## config.mk

```make
export PLATFORM = sky130hd
export DESIGN_NAME = note_arpeggiator_core_flat
export DESIGN_NICKNAME = d
export VERILOG_FILES = /design/src/design/arp_pkg.sv /design/src/design/arp_if.sv /design/src/design/note_arpeggiator_core.sv /design/src/design/arp_div.sv /design/src/design/arp_datapath.sv /design/src/design/arp_ctrl.sv /design/src/flat_wrapper.sv
export SDC_FILE = /design/constraint.sdc
export NUM_CORES = 1
export LEC_CHECK = 0
export BUFFER_PORTS_ARGS = -buffer_cell sky130_fd_sc_hd__buf_4
export CAP_MARGIN = 20
export CORE_MARGIN = 10
export CORE_UTILIZATION = 32
export CTS_CLUSTER_DIAMETER = 200
export DETAILED_ROUTE_END_ITERATION = 16
export GPL_ROUTABILITY_DRIVEN = 0
export PLACE_DENSITY = 0.53
export SLEW_MARGIN = 40
export SYNTH_ARGS = -nofsm -noshare
export SYNTH_HDL_FRONTEND = slang
export SYNTH_SLANG_ARGS = --single-unit
```

## constraint.sdc

```tcl
create_clock -name i_clk -period 6.45 [get_ports i_clk]
set_input_delay 0.9675 -clock i_clk [delete_from_list [all_inputs] [get_ports i_clk]]
set_output_delay 0.9675 -clock i_clk [all_outputs]
set_load 0.01 [all_outputs]
```

## src/design/arp_pkg.sv

```systemverilog
// shared types and constants of the note arpeggiator
package arp_pkg;

    localparam int MAX_HELD   = 16;
    localparam int TIMER_BITS = 24;
    localparam int IDX_W      = $clog2(MAX_HELD);
    localparam int CNT_W      = $clog2(MAX_HELD + 1);
    localparam int CD_W       = TIMER_BITS + 1;
    localparam int CFG_DATA_W = 24;
    localparam int CFG_IDX_W  = 2;
    localparam int TLEN_W     = (TIMER_BITS < CFG_DATA_W) ? TIMER_BITS : CFG_DATA_W;
    localparam int POS_W      = 8;
    localparam int PITCH_W    = 7;
    localparam int NOTE_W     = 8;
    localparam int VEL_W      = 8;
    localparam int SEMITONES  = 12;

    typedef enum logic [1:0] {
        CMD_NOTE_ON  = 2'd0,
        CMD_NOTE_OFF = 2'd1,
        CMD_TICK     = 2'd2,
        CMD_RESET    = 2'd3
    } t_cmd;

    typedef enum logic [CFG_IDX_W-1:0] {
        REG_DIRECTION = 2'd0,
        REG_OCTAVES   = 2'd1,
        REG_STEP_LEN  = 2'd2,
        REG_GATE_LEN  = 2'd3
    } t_reg_idx;

    typedef enum logic [1:0] {
        MODE_UP         = 2'd0,
        MODE_DOWN       = 2'd1,
        MODE_UPDOWN     = 2'd2,
        MODE_UPDOWN_REP = 2'd3
    } t_mode;

    typedef enum logic [3:0] {
        OP_NONE,
        OP_LOAD,
        OP_SCAN,
        OP_INSERT,
        OP_DELETE,
        OP_RESET,
        OP_TICK,
        OP_DIV1,
        OP_LIN,
        OP_DIV2,
        OP_PITCH,
        OP_TIMERS,
        OP_EMIT
    } t_dp_op;

    typedef struct packed {
        logic scan_more;
        t_cmd cmd;
        logic tick_skip;
        logic need_next;
        logic div_done;
        logic has_event;
        logic out_busy;
    } t_dp_status;

endpackage

```

## src/design/arp_if.sv

```systemverilog
// handshake channels for input items and result items
interface arp_in_if;
    import arp_pkg::*;
    logic                valid;
    logic                ready;
    logic [1:0]          cmd;
    logic [PITCH_W-1:0]  pitch;
    logic [VEL_W-1:0]    velocity;
    modport source (output valid, cmd, pitch, velocity, input ready);
    modport sink   (input valid, cmd, pitch, velocity, output ready);
endinterface

interface arp_out_if;
    import arp_pkg::*;
    logic               valid;
    logic               ready;
    logic               off_valid;
    logic [NOTE_W-1:0]  off_pitch;
    logic               on_valid;
    logic [NOTE_W-1:0]  on_pitch;
    logic [VEL_W-1:0]   on_velocity;
    modport source (output valid, off_valid, off_pitch, on_valid, on_pitch, on_velocity,
                    input ready);
    modport sink   (input valid, off_valid, off_pitch, on_valid, on_pitch, on_velocity,
                    output ready);
endinterface

```

## src/design/note_arpeggiator_core.sv

```systemverilog
// top level of the note arpeggiator: controller, datapath and ports
//
// channel   dir  handshake            contents
// i_item    in   valid/ready          cmd, pitch, velocity
// o_result  out  valid/ready          off_valid, off_pitch, on_valid, on_pitch, on_velocity
// i_cfg_*   in   write enable only    register index, write data
//
// note on/off search the held set linearly for the pitch position, then insert or delete.
// a tick is skipped on an empty set or a zero step length; otherwise a new note, when due,
// takes two divider runs, the timers count down and a result is emitted only on an event.
// synchronous active-low reset empties the set and loads the register defaults.
// a waiting result holds its register; the next item is taken meanwhile, and
// only a later result stalls until the output register frees.
module note_arpeggiator_core (
    input  logic                           i_clk,
    input  logic                           i_rst_n,
    arp_in_if.sink                         i_item,
    arp_out_if.source                      o_result,
    input  logic                           i_cfg_we,
    input  logic [arp_pkg::CFG_IDX_W-1:0]  i_cfg_idx,
    input  logic [arp_pkg::CFG_DATA_W-1:0] i_cfg_data
);
    import arp_pkg::*;

    t_dp_op     op;
    t_dp_status status;

    arp_ctrl u_ctrl (
        .i_clk      (i_clk),
        .i_rst_n    (i_rst_n),
        .i_in_valid (i_item.valid),
        .o_in_ready (i_item.ready),
        .i_status   (status),
        .o_op       (op)
    );

    arp_datapath u_dp (
        .i_clk         (i_clk),
        .i_rst_n       (i_rst_n),
        .i_op          (op),
        .o_status      (status),
        .i_cmd         (i_item.cmd),
        .i_pitch       (i_item.pitch),
        .i_velocity    (i_item.velocity),
        .i_cfg_we      (i_cfg_we),
        .i_cfg_idx     (i_cfg_idx),
        .i_cfg_data    (i_cfg_data),
        .i_out_ready   (o_result.ready),
        .o_out_valid   (o_result.valid),
        .o_off_valid   (o_result.off_valid),
        .o_off_pitch   (o_result.off_pitch),
        .o_on_valid    (o_result.on_valid),
        .o_on_pitch    (o_result.on_pitch),
        .o_on_velocity (o_result.on_velocity)
    );

endmodule

```

## src/design/arp_div.sv

```systemverilog
// restoring divider, one quotient bit per cycle
module arp_div (
    input  logic                       i_clk,
    input  logic                       i_rst_n,
    input  logic                       i_start,
    input  logic [arp_pkg::POS_W-1:0]  i_dividend,
    input  logic [arp_pkg::POS_W-1:0]  i_divisor,
    output logic                       o_done,
    output logic [arp_pkg::POS_W-1:0]  o_quo,
    output logic [arp_pkg::POS_W-1:0]  o_rem
);
    import arp_pkg::*;

    localparam int STEP_W = $clog2(POS_W + 1);

    logic              r_busy;
    logic              r_done;
    logic [STEP_W-1:0] r_cnt;
    logic [POS_W-1:0]  r_quo;
    logic [POS_W-1:0]  r_rem;
    logic [POS_W-1:0]  r_div;
    logic [POS_W:0]    shifted;
    logic [POS_W+1:0]  diff;

    // trial subtract of the divisor from the shifted remainder
    assign shifted = {r_rem, r_quo[POS_W-1]};
    assign diff    = {1'b0, shifted} - {2'b00, r_div};

    always_ff @(posedge i_clk) begin
        if (!i_rst_n) begin
            r_busy <= 1'b0;
            r_done <= 1'b0;
            r_cnt  <= '0;
        end else begin
            r_done <= 1'b0;
            if (i_start) begin
                r_busy <= 1'b1;
                r_cnt  <= STEP_W'(POS_W);
                r_quo  <= i_dividend;
                r_rem  <= '0;
                r_div  <= i_divisor;
            end else if (r_busy) begin
                if (!diff[POS_W+1]) begin
                    r_rem <= diff[POS_W-1:0];
                    r_quo <= {r_quo[POS_W-2:0], 1'b1};
                end else begin
                    r_rem <= shifted[POS_W-1:0];
                    r_quo <= {r_quo[POS_W-2:0], 1'b0};
                end
                r_cnt <= r_cnt - 1'b1;
                if (r_cnt == STEP_W'(1)) begin
                    r_busy <= 1'b0;
                    r_done <= 1'b1;
                end
            end
        end
    end

    assign o_done = r_done;
    assign o_quo  = r_quo;
    assign o_rem  = r_rem;

endmodule

```

## src/design/arp_datapath.sv

```systemverilog
// held set, sequencer timers, pitch selection and result register
module arp_datapath (
    input  logic                           i_clk,
    input  logic                           i_rst_n,
    input  arp_pkg::t_dp_op                i_op,
    output arp_pkg::t_dp_status            o_status,
    input  logic [1:0]                     i_cmd,
    input  logic [arp_pkg::PITCH_W-1:0]    i_pitch,
    input  logic [arp_pkg::VEL_W-1:0]      i_velocity,
    input  logic                           i_cfg_we,
    input  logic [arp_pkg::CFG_IDX_W-1:0]  i_cfg_idx,
    input  logic [arp_pkg::CFG_DATA_W-1:0] i_cfg_data,
    input  logic                           i_out_ready,
    output logic                           o_out_valid,
    output logic                           o_off_valid,
    output logic [arp_pkg::NOTE_W-1:0]     o_off_pitch,
    output logic                           o_on_valid,
    output logic [arp_pkg::NOTE_W-1:0]     o_on_pitch,
    output logic [arp_pkg::VEL_W-1:0]      o_on_velocity
);
    import arp_pkg::*;

    // configuration
    t_mode             r_mode;
    logic [2:0]        r_octaves;
    logic [TLEN_W-1:0] r_step_len;
    logic [TLEN_W-1:0] r_gate_len;

    // latched item and held set
    t_cmd               r_cmd;
    logic [PITCH_W-1:0] r_pitch;
    logic [VEL_W-1:0]   r_vel;
    logic [PITCH_W-1:0] r_held [MAX_HELD];
    logic [CNT_W-1:0]   r_count;
    logic [CNT_W-1:0]   r_pos;

    // sequencer
    logic [POS_W-1:0]   r_step_pos;
    logic [CD_W-1:0]    r_step_cd;
    logic [CD_W-1:0]    r_gate_cd;
    logic               r_sounding;
    logic [8:0]         r_sound_pitch;
    logic [VEL_W-1:0]   r_saved_vel;
    logic [POS_W-1:0]   r_lin;

    // pending result and output register
    logic               r_off_v;
    logic [NOTE_W-1:0]  r_off_p;
    logic               r_on_v;
    logic [NOTE_W-1:0]  r_on_p;
    logic [VEL_W-1:0]   r_on_vel;
    logic               r_out_valid;
    logic               r_o_off_v;
    logic [NOTE_W-1:0]  r_o_off_p;
    logic               r_o_on_v;
    logic [NOTE_W-1:0]  r_o_on_p;
    logic [VEL_W-1:0]   r_o_on_vel;

    logic [IDX_W-1:0]   rd_idx;
    logic [PITCH_W-1:0] rd_data;
    logic               in_range;
    logic               found;
    logic               full;
    logic               step_le0;
    logic               gate_le0;
    logic [2:0]         eff_r;
    logic [CNT_W+2:0]   total_full;
    logic [POS_W:0]     tot9;
    logic [POS_W:0]     s9;
    logic [POS_W:0]     seq9;
    logic [POS_W:0]     lin9;
    logic [POS_W:0]     limit9;
    logic               div_start;
    logic [POS_W-1:0]   div_a;
    logic [POS_W-1:0]   div_b;
    logic               div_done;
    logic [POS_W-1:0]   div_q;
    logic [POS_W-1:0]   div_r;
    logic [POS_W-1:0]   q12;
    logic [NOTE_W-1:0]  next_p;

    // single read port on the held set
    assign rd_idx   = (i_op == OP_PITCH) ? div_r[IDX_W-1:0] : r_pos[IDX_W-1:0];
    assign rd_data  = r_held[rd_idx];
    assign in_range = r_pos < r_count;
    assign found    = in_range && (rd_data == r_pitch);
    assign full     = r_count >= CNT_W'(MAX_HELD);

    assign step_le0 = r_step_cd[CD_W-1] || (r_step_cd == '0);
    assign gate_le0 = r_gate_cd[CD_W-1] || (r_gate_cd == '0);

    // pattern length and position arithmetic
    assign eff_r      = (r_octaves == 3'd0) ? 3'd1 : r_octaves;
    assign total_full = r_count * eff_r;
    assign tot9       = (POS_W + 1)'(total_full);
    assign s9         = {1'b0, r_step_pos};

    always_comb begin
        seq9 = (POS_W + 1)'(1);
        if (tot9 > (POS_W + 1)'(1)) begin
            unique case (r_mode)
                MODE_UPDOWN:     seq9 = (tot9 << 1) - (POS_W + 1)'(2);
                MODE_UPDOWN_REP: seq9 = tot9 << 1;
                default:         seq9 = (POS_W + 1)'(1);
            endcase
        end
    end

    always_comb begin
        lin9   = s9;
        limit9 = tot9;
        unique case (r_mode)
            MODE_UP: begin
                lin9   = s9;
                limit9 = tot9;
            end
            MODE_DOWN: begin
                lin9   = (s9 + 1'b1 > tot9) ? '0 : tot9 - 1'b1 - s9;
                limit9 = tot9;
            end
            MODE_UPDOWN: begin
                lin9   = {1'b0, div_r};
                if (lin9 >= tot9) lin9 = (tot9 << 1) - (POS_W + 1)'(2) - {1'b0, div_r};
                limit9 = seq9;
            end
            MODE_UPDOWN_REP: begin
                lin9   = {1'b0, div_r};
                if (lin9 >= tot9) lin9 = (tot9 << 1) - (POS_W + 1)'(1) - {1'b0, div_r};
                limit9 = seq9;
            end
        endcase
    end

    // shared divider: position by cycle length, then index by note count
    assign div_start = (i_op == OP_DIV1) || (i_op == OP_DIV2);
    assign div_a     = (i_op == OP_DIV1) ? r_step_pos : r_lin;
    assign div_b     = (i_op == OP_DIV1) ? seq9[POS_W-1:0] : POS_W'(r_count);

    arp_div u_div (
        .i_clk      (i_clk),
        .i_rst_n    (i_rst_n),
        .i_start    (div_start),
        .i_dividend (div_a),
        .i_divisor  (div_b),
        .o_done     (div_done),
        .o_quo      (div_q),
        .o_rem      (div_r)
    );

    assign q12    = POS_W'(div_q * POS_W'(SEMITONES));
    assign next_p = NOTE_W'({1'b0, rd_data}) + NOTE_W'(q12);

    // configuration writes
    always_ff @(posedge i_clk) begin
        if (!i_rst_n) begin
            r_mode     <= MODE_UP;
            r_octaves  <= 3'd1;
            r_step_len <= TLEN_W'(11025);
            r_gate_len <= TLEN_W'(5512);
        end else if (i_cfg_we) begin
            unique case (t_reg_idx'(i_cfg_idx))
                REG_DIRECTION: r_mode     <= t_mode'(i_cfg_data[1:0]);
                REG_OCTAVES:   r_octaves  <= i_cfg_data[2:0];
                REG_STEP_LEN:  r_step_len <= i_cfg_data[TLEN_W-1:0];
                REG_GATE_LEN:  r_gate_len <= i_cfg_data[TLEN_W-1:0];
            endcase
        end
    end

    // held set storage, shifted in place on insert and delete
    always_ff @(posedge i_clk) begin
        if (i_op == OP_INSERT && !found && !full) begin
            if (r_pos == '0) r_held[0] <= r_pitch;
            for (int i = 1; i < MAX_HELD; i++) begin
                if (CNT_W'(i) == r_pos) r_held[i] <= r_pitch;
                else if (CNT_W'(i) > r_pos) r_held[i] <= r_held[i-1];
            end
        end else if (i_op == OP_DELETE && found) begin
            for (int i = 0; i < MAX_HELD - 1; i++) begin
                if (CNT_W'(i) >= r_pos) r_held[i] <= r_held[i+1];
            end
        end
    end

    // item latch
    always_ff @(posedge i_clk) begin
        if (i_op == OP_LOAD) begin
            r_cmd   <= t_cmd'(i_cmd);
            r_pitch <= i_pitch;
            r_vel   <= i_velocity;
        end
    end

    // control state of set and sequencer
    always_ff @(posedge i_clk) begin
        if (!i_rst_n) begin
            r_count       <= '0;
            r_pos         <= '0;
            r_step_pos    <= '0;
            r_step_cd     <= '0;
            r_gate_cd     <= '0;
            r_sounding    <= 1'b0;
            r_sound_pitch <= '1;
            r_saved_vel   <= '0;
            r_off_v       <= 1'b0;
            r_on_v        <= 1'b0;
        end else begin
            unique case (i_op)
                OP_LOAD: r_pos <= '0;
                OP_SCAN: if (in_range && rd_data < r_pitch) r_pos <= r_pos + 1'b1;
                OP_INSERT: begin
                    r_saved_vel <= r_vel;
                    if (!found && !full) begin
                        r_count <= r_count + 1'b1;
                        if (r_count == '0) begin
                            r_step_pos    <= '0;
                            r_step_cd     <= '0;
                            r_gate_cd     <= '0;
                            r_sounding    <= 1'b0;
                            r_sound_pitch <= '1;
                        end
                    end
                end
                OP_DELETE: begin
                    if (found) r_count <= r_count - 1'b1;
                    if (r_count == '0 || (found && r_count == CNT_W'(1))) begin
                        r_step_pos    <= '0;
                        r_step_cd     <= '0;
                        r_gate_cd     <= '0;
                        r_sounding    <= 1'b0;
                        r_sound_pitch <= '1;
                    end
                end
                OP_RESET: begin
                    r_count       <= '0;
                    r_step_pos    <= '0;
                    r_step_cd     <= '0;
                    r_gate_cd     <= '0;
                    r_sounding    <= 1'b0;
                    r_sound_pitch <= '1;
                end
                OP_TICK: begin
                    r_off_v  <= r_sounding && (gate_le0 || step_le0);
                    r_off_p  <= (r_sounding && (gate_le0 || step_le0)) ?
                                r_sound_pitch[NOTE_W-1:0] : '0;
                    r_on_v   <= 1'b0;
                    r_on_p   <= '0;
                    r_on_vel <= '0;
                    if (gate_le0 || step_le0) r_sounding <= 1'b0;
                end
                OP_LIN: begin
                    r_lin      <= lin9[POS_W-1:0];
                    r_step_pos <= (s9 + 1'b1 >= limit9) ? '0 : r_step_pos + 1'b1;
                end
                OP_PITCH: begin
                    r_on_v        <= 1'b1;
                    r_on_p        <= next_p;
                    r_on_vel      <= r_saved_vel;
                    r_sounding    <= 1'b1;
                    r_sound_pitch <= {1'b0, next_p};
                    r_step_cd     <= CD_W'(r_step_len);
                    r_gate_cd     <= CD_W'(r_gate_len);
                end
                OP_TIMERS: begin
                    r_step_cd <= r_step_cd - 1'b1;
                    if (r_sounding) r_gate_cd <= r_gate_cd - 1'b1;
                end
                default: ;
            endcase
        end
    end

    // output register, freed by the downstream handshake
    always_ff @(posedge i_clk) begin
        if (!i_rst_n) begin
            r_out_valid <= 1'b0;
        end else if (i_op == OP_EMIT) begin
            r_out_valid <= 1'b1;
        end else if (i_out_ready) begin
            r_out_valid <= 1'b0;
        end
    end

    always_ff @(posedge i_clk) begin
        if (i_op == OP_EMIT) begin
            r_o_off_v  <= r_off_v;
            r_o_off_p  <= r_off_p;
            r_o_on_v   <= r_on_v;
            r_o_on_p   <= r_on_p;
            r_o_on_vel <= r_on_vel;
        end
    end

    assign o_out_valid   = r_out_valid;
    assign o_off_valid   = r_o_off_v;
    assign o_off_pitch   = r_o_off_p;
    assign o_on_valid    = r_o_on_v;
    assign o_on_pitch    = r_o_on_p;
    assign o_on_velocity = r_o_on_vel;

    // status to the controller
    assign o_status.scan_more = in_range && (rd_data < r_pitch);
    assign o_status.cmd       = r_cmd;
    assign o_status.tick_skip = (r_count == '0) || (r_step_len == '0);
    assign o_status.need_next = step_le0;
    assign o_status.div_done  = div_done;
    assign o_status.has_event = r_off_v || r_on_v;
    assign o_status.out_busy  = r_out_valid;

endmodule

```

## src/design/arp_ctrl.sv

```systemverilog
// sequencing state machine for one item at a time
module arp_ctrl (
    input  logic                 i_clk,
    input  logic                 i_rst_n,
    input  logic                 i_in_valid,
    output logic                 o_in_ready,
    input  arp_pkg::t_dp_status  i_status,
    output arp_pkg::t_dp_op      o_op
);
    import arp_pkg::*;

    typedef enum logic [3:0] {
        S_IDLE, S_DECODE, S_SCAN, S_INS, S_DEL, S_RST, S_TICK,
        S_DIV1, S_WAIT1, S_LIN, S_DIV2, S_WAIT2, S_PITCH, S_TIMERS, S_EMIT
    } t_state;

    t_state r_state;

    // command decode from state
    always_comb begin
        unique case (r_state)
            S_IDLE:   o_op = i_in_valid ? OP_LOAD : OP_NONE;
            S_SCAN:   o_op = OP_SCAN;
            S_INS:    o_op = OP_INSERT;
            S_DEL:    o_op = OP_DELETE;
            S_RST:    o_op = OP_RESET;
            S_TICK:   o_op = i_status.tick_skip ? OP_NONE : OP_TICK;
            S_DIV1:   o_op = OP_DIV1;
            S_LIN:    o_op = OP_LIN;
            S_DIV2:   o_op = OP_DIV2;
            S_PITCH:  o_op = OP_PITCH;
            S_TIMERS: o_op = OP_TIMERS;
            S_EMIT:   o_op = i_status.out_busy ? OP_NONE : OP_EMIT;
            default:  o_op = OP_NONE;
        endcase
    end

    assign o_in_ready = (r_state == S_IDLE);

    // state register
    always_ff @(posedge i_clk) begin
        if (!i_rst_n) begin
            r_state <= S_IDLE;
        end else begin
            unique case (r_state)
                S_IDLE:   if (i_in_valid) r_state <= S_DECODE;
                S_DECODE: begin
                    unique case (i_status.cmd)
                        CMD_NOTE_ON, CMD_NOTE_OFF: r_state <= S_SCAN;
                        CMD_TICK:                  r_state <= S_TICK;
                        CMD_RESET:                 r_state <= S_RST;
                    endcase
                end
                S_SCAN: begin
                    if (!i_status.scan_more) begin
                        r_state <= (i_status.cmd == CMD_NOTE_ON) ? S_INS : S_DEL;
                    end
                end
                S_INS, S_DEL, S_RST: r_state <= S_IDLE;
                S_TICK: begin
                    priority if (i_status.tick_skip) r_state <= S_IDLE;
                    else if (i_status.need_next)     r_state <= S_DIV1;
                    else                             r_state <= S_TIMERS;
                end
                S_DIV1:   r_state <= S_WAIT1;
                S_WAIT1:  if (i_status.div_done) r_state <= S_LIN;
                S_LIN:    r_state <= S_DIV2;
                S_DIV2:   r_state <= S_WAIT2;
                S_WAIT2:  if (i_status.div_done) r_state <= S_PITCH;
                S_PITCH:  r_state <= S_TIMERS;
                S_TIMERS: r_state <= i_status.has_event ? S_EMIT : S_IDLE;
                S_EMIT:   if (!i_status.out_busy) r_state <= S_IDLE;
                default:  r_state <= S_IDLE;
            endcase
        end
    end

endmodule

```

## src/flat_wrapper.sv

```systemverilog
// flat-port wrapper written by rule: the top's interface ports become plain ports
module note_arpeggiator_core_flat import arp_pkg::*;
  (i_clk, i_rst_n, i_cfg_we, i_cfg_idx, i_cfg_data, i_item_valid, i_item_cmd, i_item_pitch, i_item_velocity, i_item_ready, o_result_valid, o_result_off_valid, o_result_off_pitch, o_result_on_valid, o_result_on_pitch, o_result_on_velocity, o_result_ready);
  arp_in_if i_item_i ();
  arp_out_if o_result_i ();
  input  logic i_clk;
  input  logic i_rst_n;
  input  logic i_cfg_we;
  input  logic [arp_pkg::CFG_IDX_W-1:0] i_cfg_idx;
  input  logic [arp_pkg::CFG_DATA_W-1:0] i_cfg_data;
  input wire logic [$bits(i_item_i.valid)-1:0] i_item_valid;
  input wire logic [$bits(i_item_i.cmd)-1:0] i_item_cmd;
  input wire logic [$bits(i_item_i.pitch)-1:0] i_item_pitch;
  input wire logic [$bits(i_item_i.velocity)-1:0] i_item_velocity;
  output wire logic [$bits(i_item_i.ready)-1:0] i_item_ready;
  output wire logic [$bits(o_result_i.valid)-1:0] o_result_valid;
  output wire logic [$bits(o_result_i.off_valid)-1:0] o_result_off_valid;
  output wire logic [$bits(o_result_i.off_pitch)-1:0] o_result_off_pitch;
  output wire logic [$bits(o_result_i.on_valid)-1:0] o_result_on_valid;
  output wire logic [$bits(o_result_i.on_pitch)-1:0] o_result_on_pitch;
  output wire logic [$bits(o_result_i.on_velocity)-1:0] o_result_on_velocity;
  input wire logic [$bits(o_result_i.ready)-1:0] o_result_ready;
  assign i_item_i.valid = i_item_valid;
  assign i_item_i.cmd = i_item_cmd;
  assign i_item_i.pitch = i_item_pitch;
  assign i_item_i.velocity = i_item_velocity;
  assign i_item_ready = i_item_i.ready;
  assign o_result_valid = o_result_i.valid;
  assign o_result_off_valid = o_result_i.off_valid;
  assign o_result_off_pitch = o_result_i.off_pitch;
  assign o_result_on_valid = o_result_i.on_valid;
  assign o_result_on_pitch = o_result_i.on_pitch;
  assign o_result_on_velocity = o_result_i.on_velocity;
  assign o_result_i.ready = o_result_ready;
  note_arpeggiator_core u_core (.i_clk(i_clk), .i_rst_n(i_rst_n), .i_item(i_item_i), .o_result(o_result_i), .i_cfg_we(i_cfg_we), .i_cfg_idx(i_cfg_idx), .i_cfg_data(i_cfg_data));
endmodule
```

==> qor.yml <==
rsz0062_at_grt: "no"
r2r_slack_ps: 960
r2r_cells: 19
synth_area_leaders: "edfxtp_1 (30%), dfxtp_1 (14%), nand2_1 (6.5%)"
critPathLaunchType: "flip-flop"
worstSetupEndpoint: "u_core.u_dp.r_step_pos[6]$_SDFFE_PN0P_"
seqPwrFrac_pct: 37.0
first_pass_iters: 7
drc: 0
routedWlPerCell_um: 20.3
grt_overflow: 0
finish.utilization_pct: 36.7
nets: 2462
vias: 17744
postPlaceCellArea_um2: 22900
finalClockSkew_ps: 15.5
arrival_ps: 5960
slew_headroom_pct: 43.0
cts.clk_slew.worst_paths_ps: 60
core_um2: 66000
clockRootBuffer: "clkbuf_16"
track_usage_pct: 16.2
first_iter_violations: 1611
cts.sinks: 362
port_buffers: 75
post_cts_resized: 0
cap_violations: 0
max_freq_ghz: 0.182
crit_required_ps: 6920
worstSetupPathType: "flip-flop to flip-flop"
dieArea_um2: 77600
pre_cts_ws_ps: 971
finalHoldWorstSlack_ps: 415
synth_top_cell_by_area: "edfxtp_1"
cts_buffer_depth: 3
dieWidth_um: 279
combPwrFrac_pct: 34.6
yosysWarnings: 0
grt_pass1_wl_mm: 102
finalHoldViolCount: 0
cts-hold-fix-buffers: 0
seq_area_frac_synth_pct: 43.7
avgViaCountPerCell: 5.53
syn_area_um2: 21400
worst_slew_pin_slew_ps: 854
tns_ps: 0
hold_path_class: "flip-flop to flip-flop"
most-common-layout-cells: "nand2_1 (368), edfxtp_1 (211), a21oi_1 (172)"
synth_top_cell_area_share_pct: 29.6
status: "finished, final reports clean"
wl_mm: 65.1
clockPowerShare_pct: 28.4
fp.dieH_um: 279
peakVddDrop_v: 0.000214
ys_types: 91
cts_buffers: 41
syn_to_final_growth_pct: 13.1
swShare_pct: 36.9
intPower_mw: 5.08
synthCells: 2280
io-pin-count: 76
cts_tree: "done"
syn_area_per_cell_um2: 9.39
crit_start: "u_core.u_dp.r_octaves[2]$_SDFFE_PN0P_"
power_density_nw_per_um2: 333
worstPathMaxFanout: 15
r2r_end: "u_core.u_dp.r_step_pos[6]$_SDFFE_PN0P_"
synth_edf_count: 211
h-tree-depth: 2
layout_commonest_cell: "nand2_1"
maxSlewViolCount: 0
min_period_ps: 5490
antennaDiodeCount: 0
antenna_found_initial: 0
fin_ws_ps: 956
final_antenna_net_count: 0
endpoint_kind: "flip-flop"
dpl.hpwl_mm: 46.8
stdcell_area_um2: 24200
num_rows: 94
grt_max_degree: 148
fin_crit_sh_pct: 85.2
drive_above_1_share_pct: 11.9
post_cts_buffers: 0
setup_viol: 0
leakagePower_nw: 9.23
synth_flop_cell: "edfxtp_1"
async_flop_share_pct: 0
p_sw_mw: 2.97
grt_pass1_vias: 17358
ys_seq_elements: 362
clk_latency_ps: 560
initial_core_util_pct: 32.4
syn_nets: 2431
rr_startpoint: "u_core.u_dp.r_octaves[2]$_SDFFE_PN0P_"
cells by family after synthesis:
| family | synth area share [%] |
|---|---|
| AO/OA/AOI/OAI | 17.4 |
| XOR/XNOR | 2.13 |
| adder cells (fa/ha/maj) | 6.37 |
| buffers and inverters | 4.12 |
| flip-flops | 43.7 |
| multiplexers | 8.09 |
| AND/OR/NAND/NOR | 18.2 |
worst max-delay path, cell delays in order, from the launching register on:
cell and delay [ps]:
dfxtp_1 410, o21bai_1 170, and2_1 200, fa_1 490, ha_1 170, inv_1 50, fa_1 710, nand2b_1 120
nor2_1 220, nand3_1 230, o31ai_4 610, nor2_1 100, a21oi_1 220, ha_1 270, a21o_1 150, a21oi_1 140
o211ai_1 120, a31oi_1 610, a211oi_1 170, o31ai_1 220
sequential cells by signal, indices dropped and copies added, names as in the netlist, 24 cells and up:
name and cells:
u_core.u_dp.r_gate_len 24, u_core.u_dp.r_gate_cd 25, u_core.u_dp.r_step_cd 25, u_core.u_dp.r_held 112
u_core.u_dp.r_step_len 24
worst min-delay path by stage:
| stage | from | end | slack, ps | cells past startpoint |
|---|---|---|---|---|
| final | u_core.u_dp.r_off_p[7]$_SDFFCE_PN0P_ | u_core.u_dp.o_off_pitch[7]$_DFFE_PP_ | 410 | 0 |
| after global routing | u_core.u_dp.r_off_p[4]$_SDFFCE_PN0P_ | u_core.u_dp.o_off_pitch[4]$_DFFE_PP_ | 430 | 0 |
| after CTS | u_core.u_dp.r_on_p[3]$_SDFFCE_PP0P_ | u_core.u_dp.o_on_pitch[3]$_DFFE_PP_ | 420 | 0 |
| after detailed placement | u_core.u_dp.r_on_p[3]$_SDFFCE_PP0P_ | u_core.u_dp.o_on_pitch[3]$_DFFE_PP_ | 410 | 0 |
| after floorplan | u_core.u_dp.r_off_p[0]$_SDFFCE_PN0P_ | u_core.u_dp.o_off_pitch[0]$_DFFE_PP_ | 400 | 0 |
| after global placement | u_core.u_dp.r_on_vel[6]$_SDFFCE_PP0P_ | u_core.u_dp.o_on_velocity[6]$_DFFE_PP_ | 400 | 0 |
layer usage:
layer	wire length [um]	global-route usage [%]
met3	4120	2.61
met2	29400	25.7
met5	0	0
met1	30300	22.8
met4	1310	4.03
Yosys cell counts, drive strengths merged (41+ instances only):
library cell  count
a21oi           176
clkbuf           89
nand3            46
edfxtp          211
nor2            163
inv              80
nand2           370
nor3             54
buf              41
dfxtp           151
o21ai           162
mux2i            98
ha               93
area by class of cell:
class                   count  area, um2
repair buffers            118        898
well taps                 864       1080
inverters                  80        305
clock buffers              57       1200
clock inverters            18        104
multi-input cells        1708      11200
flip-flops and latches    362       9360
fillers                  6543      41800
per-stage QoR:
step	cells	power (mW)
floorplan	2280	4.95
global placement	3132	5.72
detailed placement	3132	5.78
CTS	3207	8.09
global route	3207	8.53
finish	3207	8.05
power by group through the flow:
stage,Sequential (mW),Clock (mW),Combinational [mW]
after detailed placement,3.02,0,2.76
after global placement,3.02,0,2.70
after CTS,2.97,2.34,2.78
final,2.98,2.29,2.79
after global routing,3.01,2.44,3.08
after floorplan,2.91,0,2.05
Note: power is estimated with default switching activity, not from simulation.
